===== src/rtl/fpm_pkg.sv =====
`default_nettype none
package fpm_pkg;

  localparam int unsigned NUM_ENTRIES = 12;
  localparam int unsigned NORM_STEPS  = 30;
  localparam int unsigned DIST_STEPS  = 34;
  localparam int unsigned ROOT_STAGES = 32;

  localparam logic [1:0] PLANE_LEFT   = 2'd0;
  localparam logic [1:0] PLANE_RIGHT  = 2'd1;
  localparam logic [1:0] PLANE_TOP    = 2'd2;
  localparam logic [1:0] PLANE_BOTTOM = 2'd3;

  typedef logic [NUM_ENTRIES-1:0][31:0] mat_t;

  typedef struct packed {
    logic [1:0]          id;
    logic signed [32:0]  a;
    logic signed [32:0]  b;
    logic signed [32:0]  c;
    logic signed [32:0]  d;
  } plane_t;

  // scaled magnitudes and everything the divide needs after the root
  typedef struct packed {
    logic [1:0]  id;
    logic        degen;
    logic        sa;
    logic        sb;
    logic        sc;
    logic        sd;
    logic [30:0] ma;
    logic [30:0] mb;
    logic [30:0] mc;
    logic [32:0] md;
    logic [5:0]  lead;
  } side_t;

  typedef struct packed {
    logic [1:0]  id;
    logic [30:0] nx;
    logic [30:0] ny;
    logic [30:0] nz;
    logic [31:0] offs;
    logic        degen;
    logic        clip;
    logic        last;
  } res_t;

  // bring the largest magnitude into [2^30, 2^31)
  function automatic logic [30:0] scale_mag(logic [32:0] v, logic [5:0] lead);
    logic [32:0] t;
    if (lead > 6'd30) t = v >> (lead - 6'd30);
    else t = v << (6'd30 - lead);
    return t[30:0];
  endfunction

endpackage
`default_nettype wire


===== src/rtl/fpm_front.sv =====
`default_nettype none
module fpm_front (
  input  wire logic            clk,
  input  wire logic            rst_n,
  input  wire logic            ce,
  input  wire logic            in_valid,
  output logic                 in_ready,
  input  wire fpm_pkg::mat_t   in_mat,
  output logic                 pl_vld,
  output fpm_pkg::plane_t      pl
);

  fpm_pkg::mat_t   hold_r;
  logic            hold_vld_r;
  logic [1:0]      cnt_r;
  logic            pl_vld_r;
  fpm_pkg::plane_t pl_r;
  fpm_pkg::plane_t pl_nxt;
  logic            accept;

  assign in_ready = !hold_vld_r || (ce && cnt_r == fpm_pkg::PLANE_BOTTOM);
  assign accept   = in_valid && in_ready;

  always_comb begin
    logic signed [32:0] r3v;
    logic signed [32:0] rxv;
    logic signed [3:0][32:0] coef;
    for (int j = 0; j < 4; j++) begin
      r3v = $signed({hold_r[8+j][31], hold_r[8+j]});
      if (cnt_r == fpm_pkg::PLANE_LEFT || cnt_r == fpm_pkg::PLANE_RIGHT)
        rxv = $signed({hold_r[j][31], hold_r[j]});
      else
        rxv = $signed({hold_r[4+j][31], hold_r[4+j]});
      if (cnt_r == fpm_pkg::PLANE_LEFT || cnt_r == fpm_pkg::PLANE_BOTTOM)
        coef[j] = r3v + rxv;
      else
        coef[j] = r3v - rxv;
    end
    pl_nxt.id = cnt_r;
    pl_nxt.a  = coef[0];
    pl_nxt.b  = coef[1];
    pl_nxt.c  = coef[2];
    pl_nxt.d  = coef[3];
  end

  always_ff @(posedge clk) begin
    if (!rst_n) begin
      hold_vld_r <= 1'b0;
      cnt_r      <= 2'd0;
      pl_vld_r   <= 1'b0;
    end else begin
      if (accept) hold_vld_r <= 1'b1;
      else if (ce && hold_vld_r && cnt_r == fpm_pkg::PLANE_BOTTOM) hold_vld_r <= 1'b0;
      if (ce) begin
        pl_vld_r <= hold_vld_r;
        if (hold_vld_r) cnt_r <= cnt_r + 2'd1;
      end
    end
  end

  always_ff @(posedge clk) begin
    if (accept) hold_r <= in_mat;
    if (ce) pl_r <= pl_nxt;
  end

  assign pl_vld = pl_vld_r;
  assign pl     = pl_r;

endmodule
`default_nettype wire


===== config.mk =====
export PLATFORM = sky130hd
export DESIGN_NAME = fpm_front
export DESIGN_NICKNAME = d
export VERILOG_FILES = /design/src/rtl/fpm_pkg.sv /design/src/rtl/fpm_front.sv
export SDC_FILE = /design/constraint.sdc
export NUM_CORES = 1
export LEC_CHECK = 0
export BUFFER_PORTS_ARGS = -buffer_cell sky130_fd_sc_hd__buf_2
export CORE_ASPECT_RATIO = 1.2
export CORE_MARGIN = 2
export CORE_UTILIZATION = 55
export DETAILED_ROUTE_END_ITERATION = 10
export GPL_TIMING_DRIVEN = 0
export PLACE_DENSITY = 0.82
export RECOVER_POWER = 100
export REMOVE_ABC_BUFFERS = 1
export SLEW_MARGIN = 20
export SYNTH_ARGS = -nofsm -noshare
export SYNTH_HDL_FRONTEND = slang
export SYNTH_SLANG_ARGS = --single-unit

===== constraint.sdc =====
create_clock -name clk -period 15.4 [get_ports clk]
set_input_delay 2.31 -clock clk [delete_from_list [all_inputs] [get_ports clk]]
set_output_delay 2.31 -clock clk [all_outputs]
set_load 0.05 [all_outputs]

Word-level counts from Yosys, hierarchy flattened:

Index checks and enable logic that the tools add are counted.

* word-level logic and storage cells: 52
* bits in registers: 522
* input port bits: 388
* output and inout bits: 136

* reduce and logical (&&, ||, !) cells: 11
* mux-type cells: 10
* $add $sub $neg: 9
* equal/unequal tests: 2

Operators by type and width (count)
* 33-bit 2-to-1 mux: 8
* 32-bit by 33-bit adder with 33-bit output: 4
* 32-bit by 33-bit subtractor with 33-bit output: 4
* 1-bit logical AND: 4
* 1-bit logical OR: 3
* 2-bit by 1-bit adder with 2-bit output (second input constant): 1
* 2-bit by 1-bit == test with 1-bit output (second input constant): 1
* 2-bit == test (second input constant): 1
* 2-bit logical NOT: 1
* 1-bit 2-to-1 mux: 2
* 2-bit AND reduction: 1
* 2-bit nonzero test: 1
* 1-bit logical NOT: 1

Depth between registers and ports, before layout:

Gate-level depths: netlist of run 1.

* depth after elaboration: 5
* gate-level depth with buffers: 34
* mapped depth without buffers: 25

Worst setup path before layout of run 1:

No wires, ideal clock.

* path type: input to register
* start: input port ce
* end: register hold_r[0] (netlist bit), enable pin
* arrival time: 11565 ps
* setup time: 794 ps
* required time: 14606 ps
* stages on the path: 4
* buffers on the path: 0
* path slack: 3041 ps
* cell sequence: nand2_1 > and2_1 > inv_1 > and2_1

* cells in the longest elaborated chain, start to end: 3

RTL lines
* from (decl): line fpm_front.sv:5 `input wire logic ce,`
* 1-bit logical AND: line fpm_front.sv:21 `assign in_ready = !hold_vld_r || (ce && cnt_r == fpm_pkg::PLANE_BOTTOM);`
* 1-bit logical OR: line fpm_front.sv:21
* via in_ready: line fpm_front.sv:7 `output logic in_ready,`
* 1-bit logical AND: line fpm_front.sv:22 `assign accept = in_valid && in_ready;`
* via accept: line fpm_front.sv:19 `logic accept;`
* to (signal assigned): line fpm_front.sv:62 `if (accept) hold_r <= in_mat;`
* to (decl): line fpm_front.sv:13 `fpm_pkg::mat_t hold_r;`

The timed path passes the listed nets, and every way through them passes these cells.
A chain may end at the register's enable or synchronous reset.

Worst setup path in the final report of run 1:

* start: input port ce
* end: register hold_r[316] (netlist bit), enable pin

* cells in the longest elaborated chain, start to end: 3

RTL lines (line)
* 1-bit logical AND: fpm_front.sv:21
* 1-bit logical OR: fpm_front.sv:21
* 1-bit logical AND: fpm_front.sv:22
* via accept: fpm_front.sv:19

The timed path passes the listed nets, and every way through them passes these cells.

==> impl_metrics.yaml, run 1 <==
sta:
  drv_slew: 313
  layout_min_cycle_time_ps: 10830
  hold_violations: 0
  slew_headroom_pct: -110
  max_freq_mhz: 92.3
  finalSetupTns_ps: 0
  rsz0062_at_grt: "false"
  layout_worst_path_cycle_share_pct: 70.3
  worstMarginPinSlew_ps: 3150
  skew_ps: 13.7
  finalSetupViolCount: 0
critical_path:
  crit_chain: "clkbuf_1 -> buf_16 -> nand2_1 -> and2_0 -> inv_1 -> and2_0 -> clkbuf_1 -> clkbuf_1 -> buf_16 -> buf_12"
  crit_required_ps: 15680
  reg2reg_to: "pl[65]"
  slowest_stage: "clkbuf_1"
  cp-start-kind: "primary input"
  cpMostUsedCell: "clkbuf_1"
  cp_top_family: "buffers and inverters"
  critPathKind: "in2reg"
  crit_fanout: 100
  cp_data_arrival_time_ps: 11110
  worst-path-buf-inv: 7
  end_kind: "register"
  crit_path_max_incr_delay_ps: 1970
  r2r_slack_ps: 4820
  r2r_start: "cnt_r[1]"
  rr_worst_depth: 25
synth:
  ys_ff_latch: 522
  yosysSeqAreaShare_pct: 57.2
  syn_avg_cell_area_sq_um: 12.1
  synthCells: 2256
  ys_async_sr_fraction_pct: 0
  synth_area_sq_um: 27300
  synth_ff_type: "edfxtp_1"
  synth_edf_count: 518
  ys_warn_count: 0
  ys_types: 70
worst_hold_path:
  hp-class: "reg2reg"
  min_from: "pl_vld"
  holdPathEnd: "pl_vld"
  min_path_cells: 2
global_routing:
  grt_start_max_net_pins: 101
  grt_pass1_vias: 20700
  antenna_found_initial: 53
  grt_pass1_wl_mm: 111
  grtUsageTotal_pct: 27.5
  grt-ovfl-total: 0
detailed_routing:
  routed-via-count: 20900
  drt-vias-per-instance: 5.96
  wirelength_mm: 74.2
  drt_iter0_drc: 1599
  wl_per_cell_microns: 21.2
  firstDrtPassIters: 7
  drc: 0
  ant_nets: 0
final_layout:
  final_area_sq_um: 32300
  nNetsFinal: 3313
  drive_above_1_share_pct: 16.9
  syn2layout_area_growth_pct: 18.2
place:
  gp_congestion: 0.907
  post-dp-hpwl_mm: 55.2
  place_area_sq_um: 30900
  port_buffers: 523
floorplan:
  start_util_pct: 55.6
  die_h_microns: 248
  die_area_sq_um: 51500
  ios: 524
  die_w_microns: 207
  coreArea_sq_um: 49100
  row_count: 89
outcome:
  outcome: "finished, violations left"
  violations: "capacitance limit, slew limit"
clock_network:
  clock_sinks: 522
  numCtsBuffers: 53
  cts_hold_buf: 0
  root_buffer: "clkbuf_16"
  cts_tree: "done"
  cts_max_level: 2
  clock_latency_ps: 600
  clk_pin_slew_ps: 60
  cts_resized: 0
  clk_path_buf_depth: 3
  cts_setup_buffers: 0
pwr:
  p_per_area_nw_per_um2: 142
  peakVddDrop_mv: 0.111
  p_leak_nw: 12.1
run:
  cap_violations: 8
worst reg2reg max path, cell delays in order (launching register included):
cell      delay (ps)
dfxtp_1          380
inv_1            100
ha_1             500
clkbuf_1         720
nor2_1          1590
clkbuf_1         860
clkbuf_1         820
buf_12           290
buf_16           220
mux2i_1          280
ha_1             280
o211a_1          200
nand4_1          150
nor4b_1          930
nand4_1          420
o21ai_0          320
xor2_1           100
ha_1             380
nand2_1          100
or3b_2           470
nor3_1           340
a221oi_1         180
o21ai_0          290
a31o_2           210
a21oi_1           70
xnor2_1          120
layout by cell type, fill, tap and decap left out, types with 102 or more instances in the layout:
| cell | netlist | layout |
|---|---|---|
| mux2i_1 | 111 | 111 |
| xor2_1 | 117 | 117 |
| edfxtp_1 | 518 | 518 |
| buf_2 | 15 | 368 |
| clkbuf_1 | 41 | 169 |
| nand2_1 | 169 | 169 |
| nor2_1 | 140 | 140 |
| nor3_1 | 102 | 102 |
| o21ai_0 | 111 | 111 |
| xnor2_1 | 114 | 114 |
| ha_1 | 139 | 138 |
| a21oi_1 | 151 | 151 |
sequential cells by signal, summed over array words and instances, names as in the netlist:
register	cells
cnt_r	2
hold_vld_r	1
hold_r	384
pl	134
pl_vld	1
final cells by class:
cell class,instances,area [sq um]
Multi-Input combinational cell,1615,11200
Sequential cell,522,15600
Timing Repair Buffer,542,2710
Fill cell,3684,16800
Tap cell,637,797
Inverter,48,180
Clock buffer,61,1400
Clock inverter,34,253
Antenna cell,44,110
routing by layer:
metal,GRT usage [%],vias to the layer above,routed length (microns)
li1,-,9681,-
met1,31.3,9950,26800
met2,47.9,948,36700
met3,7.05,258,6670
met5,0,-,204
met4,14.7,36,3870
metrics by stage:
step / utilization (%) / power (mW) / setup slack, ps / hold slack (ps) / instances
2_1_floorplan: - / 3.03 / 214 / 456 / 2185
3_3_place_gp: 62.0 / 3.40 / -5640 / 469 / 3345
3_5_place_dp: 62.9 / 3.39 / 7980 / 479 / 3363
4_1_cts: 66.3 / 4.64 / 7960 / 490 / 3458
5_1_grt: 65.7 / 4.80 / 3780 / 529 / 3492
6_report: 65.8 / 4.60 / 4570 / 494 / 3503
cells in the mapped netlist (13+ instances only):
| master | number | area, sq um |
|---|---|---|
| a211oi_1 | 15 | 113 |
| a21o_1 | 49 | 368 |
| a21oi_1 | 151 | 756 |
| a31oi_1 | 21 | 131 |
| and3_1 | 22 | 138 |
| buf_2 | 15 | 75.1 |
| clkbuf_1 | 41 | 154 |
| edfxtp_1 | 518 | 15600 |
| ha_1 | 139 | 1740 |
| inv_1 | 47 | 176 |
| mux2i_1 | 111 | 1110 |
| nand2_1 | 169 | 634 |
| nand2b_1 | 21 | 131 |
| nand3_1 | 38 | 190 |
| nand4_1 | 20 | 125 |
| nor2_1 | 140 | 526 |
| nor3_1 | 102 | 510 |
| nor4_1 | 28 | 175 |
| o211ai_1 | 13 | 97.6 |
| o21ai_0 | 111 | 556 |
| o21bai_1 | 26 | 195 |
| o31ai_1 | 28 | 210 |
| or3_1 | 26 | 163 |
| xnor2_1 | 114 | 998 |
| xor2_1 | 117 | 1020 |
cells by family (layout without fill, tap and decap cells):
| kind of cell | after synthesis | count (layout) | share of synthesized area [%] |
|---|---|---|---|
| adder cells (fa/ha/maj) | 143 | 143 | 6.66 |
| other | 0 | 44 | 0 |
| AO/OA/AOI/OAI | 496 | 496 | 11.5 |
| multiplexers | 116 | 116 | 4.27 |
| flip-flops | 522 | 522 | 57.2 |
| AND/OR/NAND/NOR | 629 | 629 | 11.2 |
| XOR/XNOR | 231 | 231 | 7.40 |
| buffers and inverters | 119 | 685 | 1.78 |
power breakdown:
part	switching [mW]	leakage [nW]	internal, mW
logic	1.03	6.27	0.467
registers	0.0676	5.00	1.80
clock network	0.542	0.803	0.699
total	1.64	12.1	2.96
worst max-delay path by stage:
stage                  start     endpoint  slack (ps)  cells past startpoint
finish                    ce  hold_r[316]        4570                     10
global route              ce  hold_r[318]        3780                     10
CTS                 cnt_r[1]       pl[58]        7960                     25
detailed placement  cnt_r[1]       pl[58]        7980                     25
global placement    cnt_r[0]       pl[98]       -5640                     19
floorplan           cnt_r[0]       pl[98]         210                     19
No activity file was read; power rests on OpenSTA's default activity.
==> run 2, diff against run 1 <==
--- a/config.mk
+++ b/config.mk
@@ -8,10 +8,10 @@
 export BUFFER_PORTS_ARGS = -buffer_cell sky130_fd_sc_hd__buf_2
 export CORE_ASPECT_RATIO = 1.2
 export CORE_MARGIN = 2
-export CORE_UTILIZATION = 55
+export CORE_UTILIZATION = 51
 export DETAILED_ROUTE_END_ITERATION = 10
 export GPL_TIMING_DRIVEN = 0
-export PLACE_DENSITY = 0.82
+export PLACE_DENSITY = 0.8
 export RECOVER_POWER = 100
 export REMOVE_ABC_BUFFERS = 1
 export SLEW_MARGIN = 20
==> constraint.sdc (replaced) <==
create_clock -name clk -period 9 [get_ports clk]
set_input_delay 1.35 -clock clk [delete_from_list [all_inputs] [get_ports clk]]
set_output_delay 1.35 -clock clk [all_outputs]
set_load 0.05 [all_outputs]
==> run 2 against run 1 <==
The flow still finishes with violations (capacitance limit, slew limit). Clock skew up 8.7 ps. Routed wire length grew 1.6%. Worst hold slack got worse by 5.0 ps. Via count is 1.1% lower. Clock power rose by 85%. Sequential power is 71% higher. Non-clock buffer count rose by 1. Flip-flop and latch count stayed put. Die area is 7.7% higher. Total power grew 75%. Final cell count grew 2.0%. Largest cell class unchanged. Largest power group unchanged.
==> impl_metrics.yaml, run 2 (synthesis results as in run 1) <==
global_routing:
  grt-ovfl-total: 0
  antenna_found_initial: 54
  grt_pass1_vias: 20600
  grt_pass1_wl_mm: 113
  grt_start_max_net_pins: 90
  grtUsageTotal_pct: 26.1
sta:
  layout_min_cycle_time_ps: 7450
  rsz0062_at_grt: "false"
  worstMarginPinSlew_ps: 4980
  hold_violations: 0
  finalSetupTns_ps: 0
  layout_worst_path_cycle_share_pct: 82.8
  drv_slew: 173
  skew_ps: 22.4
  max_freq_mhz: 134
  slew_headroom_pct: -232
  finalSetupViolCount: 0
critical_path:
  crit_fanout: 51
  critPathKind: "in2reg"
  crit_path_max_incr_delay_ps: 2110
  cp_data_arrival_time_ps: 7730
  end_kind: "register"
  cpMostUsedCell: "buf_12"
  cp-start-kind: "primary input"
  crit_chain: "clkbuf_1 -> nand2_1 -> and2_0 -> inv_1 -> and2_0 -> buf_12 -> buf_12 -> clkbuf_2 -> buf_12"
  slowest_stage: "clkbuf_1"
  crit_required_ps: 9280
pwr:
  peakVddDrop_mv: 0.184
  internal_power_mw: 5.22
  switching_share_pct: 35.2
  p_leak_nw: 12.2
  p_per_area_nw_per_um2: 247
  p_sw_mw: 2.83
  seq_power_share_pct: 39.6
  p_comb_share_pct: 32.0
  totalPowerFinal_mw: 8.05
  pwr-share-clk_pct: 28.4
clock_network:
  cts_max_level: 2
  cts_resized: 0
  cts_setup_buffers: 0
  cts_hold_buf: 0
  cts_tree: "done"
  clk_pin_slew_ps: 60
  clk_path_buf_depth: 3
  clock_latency_ps: 600
  clock_sinks: 522
  root_buffer: "clkbuf_16"
  numCtsBuffers: 55
floorplan:
  die_w_microns: 215
  row_count: 92
  die_h_microns: 258
  start_util_pct: 51.8
  coreArea_sq_um: 52700
  ios: 524
  die_area_sq_um: 55500
place:
  gp_congestion: 0.904
  post-dp-hpwl_mm: 56.6
  post-place-cells: 3433
  port_buffers: 523
detailed_routing:
  routed-via-count: 20700
  firstDrtPassIters: 5
  wirelength_mm: 75.4
  drc: 0
  drt_iter0_drc: 1695
  ant_nets: 0
  wl_per_cell_microns: 21.1
  drt-vias-per-instance: 5.78
worst_hold_path:
  hp-class: "reg2reg"
final_layout:
  largest_register: "hold_r"
  final_common_cell: "edfxtp_1"
  largest_reg_flops: 384
  drive_above_1_share_pct: 17.1
  layout.cells.non_filler: 3572
  fin_util_pct: 61.9
  syn2layout_area_growth_pct: 19.4
  mostFrequentLayoutCells: "518 x edfxtp_1, 360 x buf_2, 172 x clkbuf_1, 169 x nand2_1, 151 x a21oi_1"
  nNetsFinal: 3316
outcome:
  violations: "capacitance limit, slew limit"
  outcome: "finished, violations left"
run:
  cap_violations: 3
run 2: cell count changes in the layout (fill, tap and decap cells not counted), moves of 3 or more:
cell / before / now
clkbuf_2: 0 / 3
diode_2: 44 / 38
buf_12: 6 / 11
clkbuf_1: 169 / 172
clkinv_1: 14 / 9
bufinv_16: 3 / 7
buf_2: 368 / 360
run 2: metal layers:
layer  vias up  wire length (microns)  track usage, %
li1       9675                      -               -
met1      9796                  28000            30.0
met2       921                  37400            45.5
met3       223                   6170            6.55
met4        36                   3660            13.1
met5         -                    210               0
run 2: through the flow:
step	hold slack [ps]	worst slack (ps)	cell area [sq um]
after detailed placement	484	2280	31000
after global placement	467	-12280	30500
final	489	1550	32600
after global routing	521	927	32600
after CTS	491	2250	32800
after floorplan	456	-6190	27000
run 2: cell type report:
type | instances | area, sq um
diodes | 38 | 95.1
clock buffers | 65 | 1440
clock inverters | 36 | 382
fillers | 4179 | 20100
inverters | 48 | 180
multi-input cells | 1615 | 11200
flip-flops and latches | 522 | 15600
well taps | 705 | 882
repair buffers | 543 | 2790
run 2: power by group through the flow:
stage / registers [mW] / logic (mW) / clock network [mW]
after floorplan: 3.87 / 1.31 / 0
after global placement: 3.28 / 2.57 / 0
after detailed placement: 3.22 / 2.59 / 0
after CTS: 3.18 / 2.61 / 2.33
after global routing: 3.21 / 2.76 / 2.43
final: 3.19 / 2.57 / 2.29
run 2: worst max-delay path: cells and delay by family:
family	cells	cell delay (ps)
buf+inv	6	4160
simple gates	3	2090
run 2: worst paths after layout:
| check | start | endpoint | slack (ps) | cells after the start |
|---|---|---|---|---|
| max reg2reg | cnt_r[1] | pl[65] | 1670 | 22 |
| min | hold_vld_r | cnt_r[1] | 490 | 2 |
| min reg2reg | hold_vld_r | cnt_r[1] | 490 | 2 |
| max | ce | hold_r[275] | 1550 | 9 |
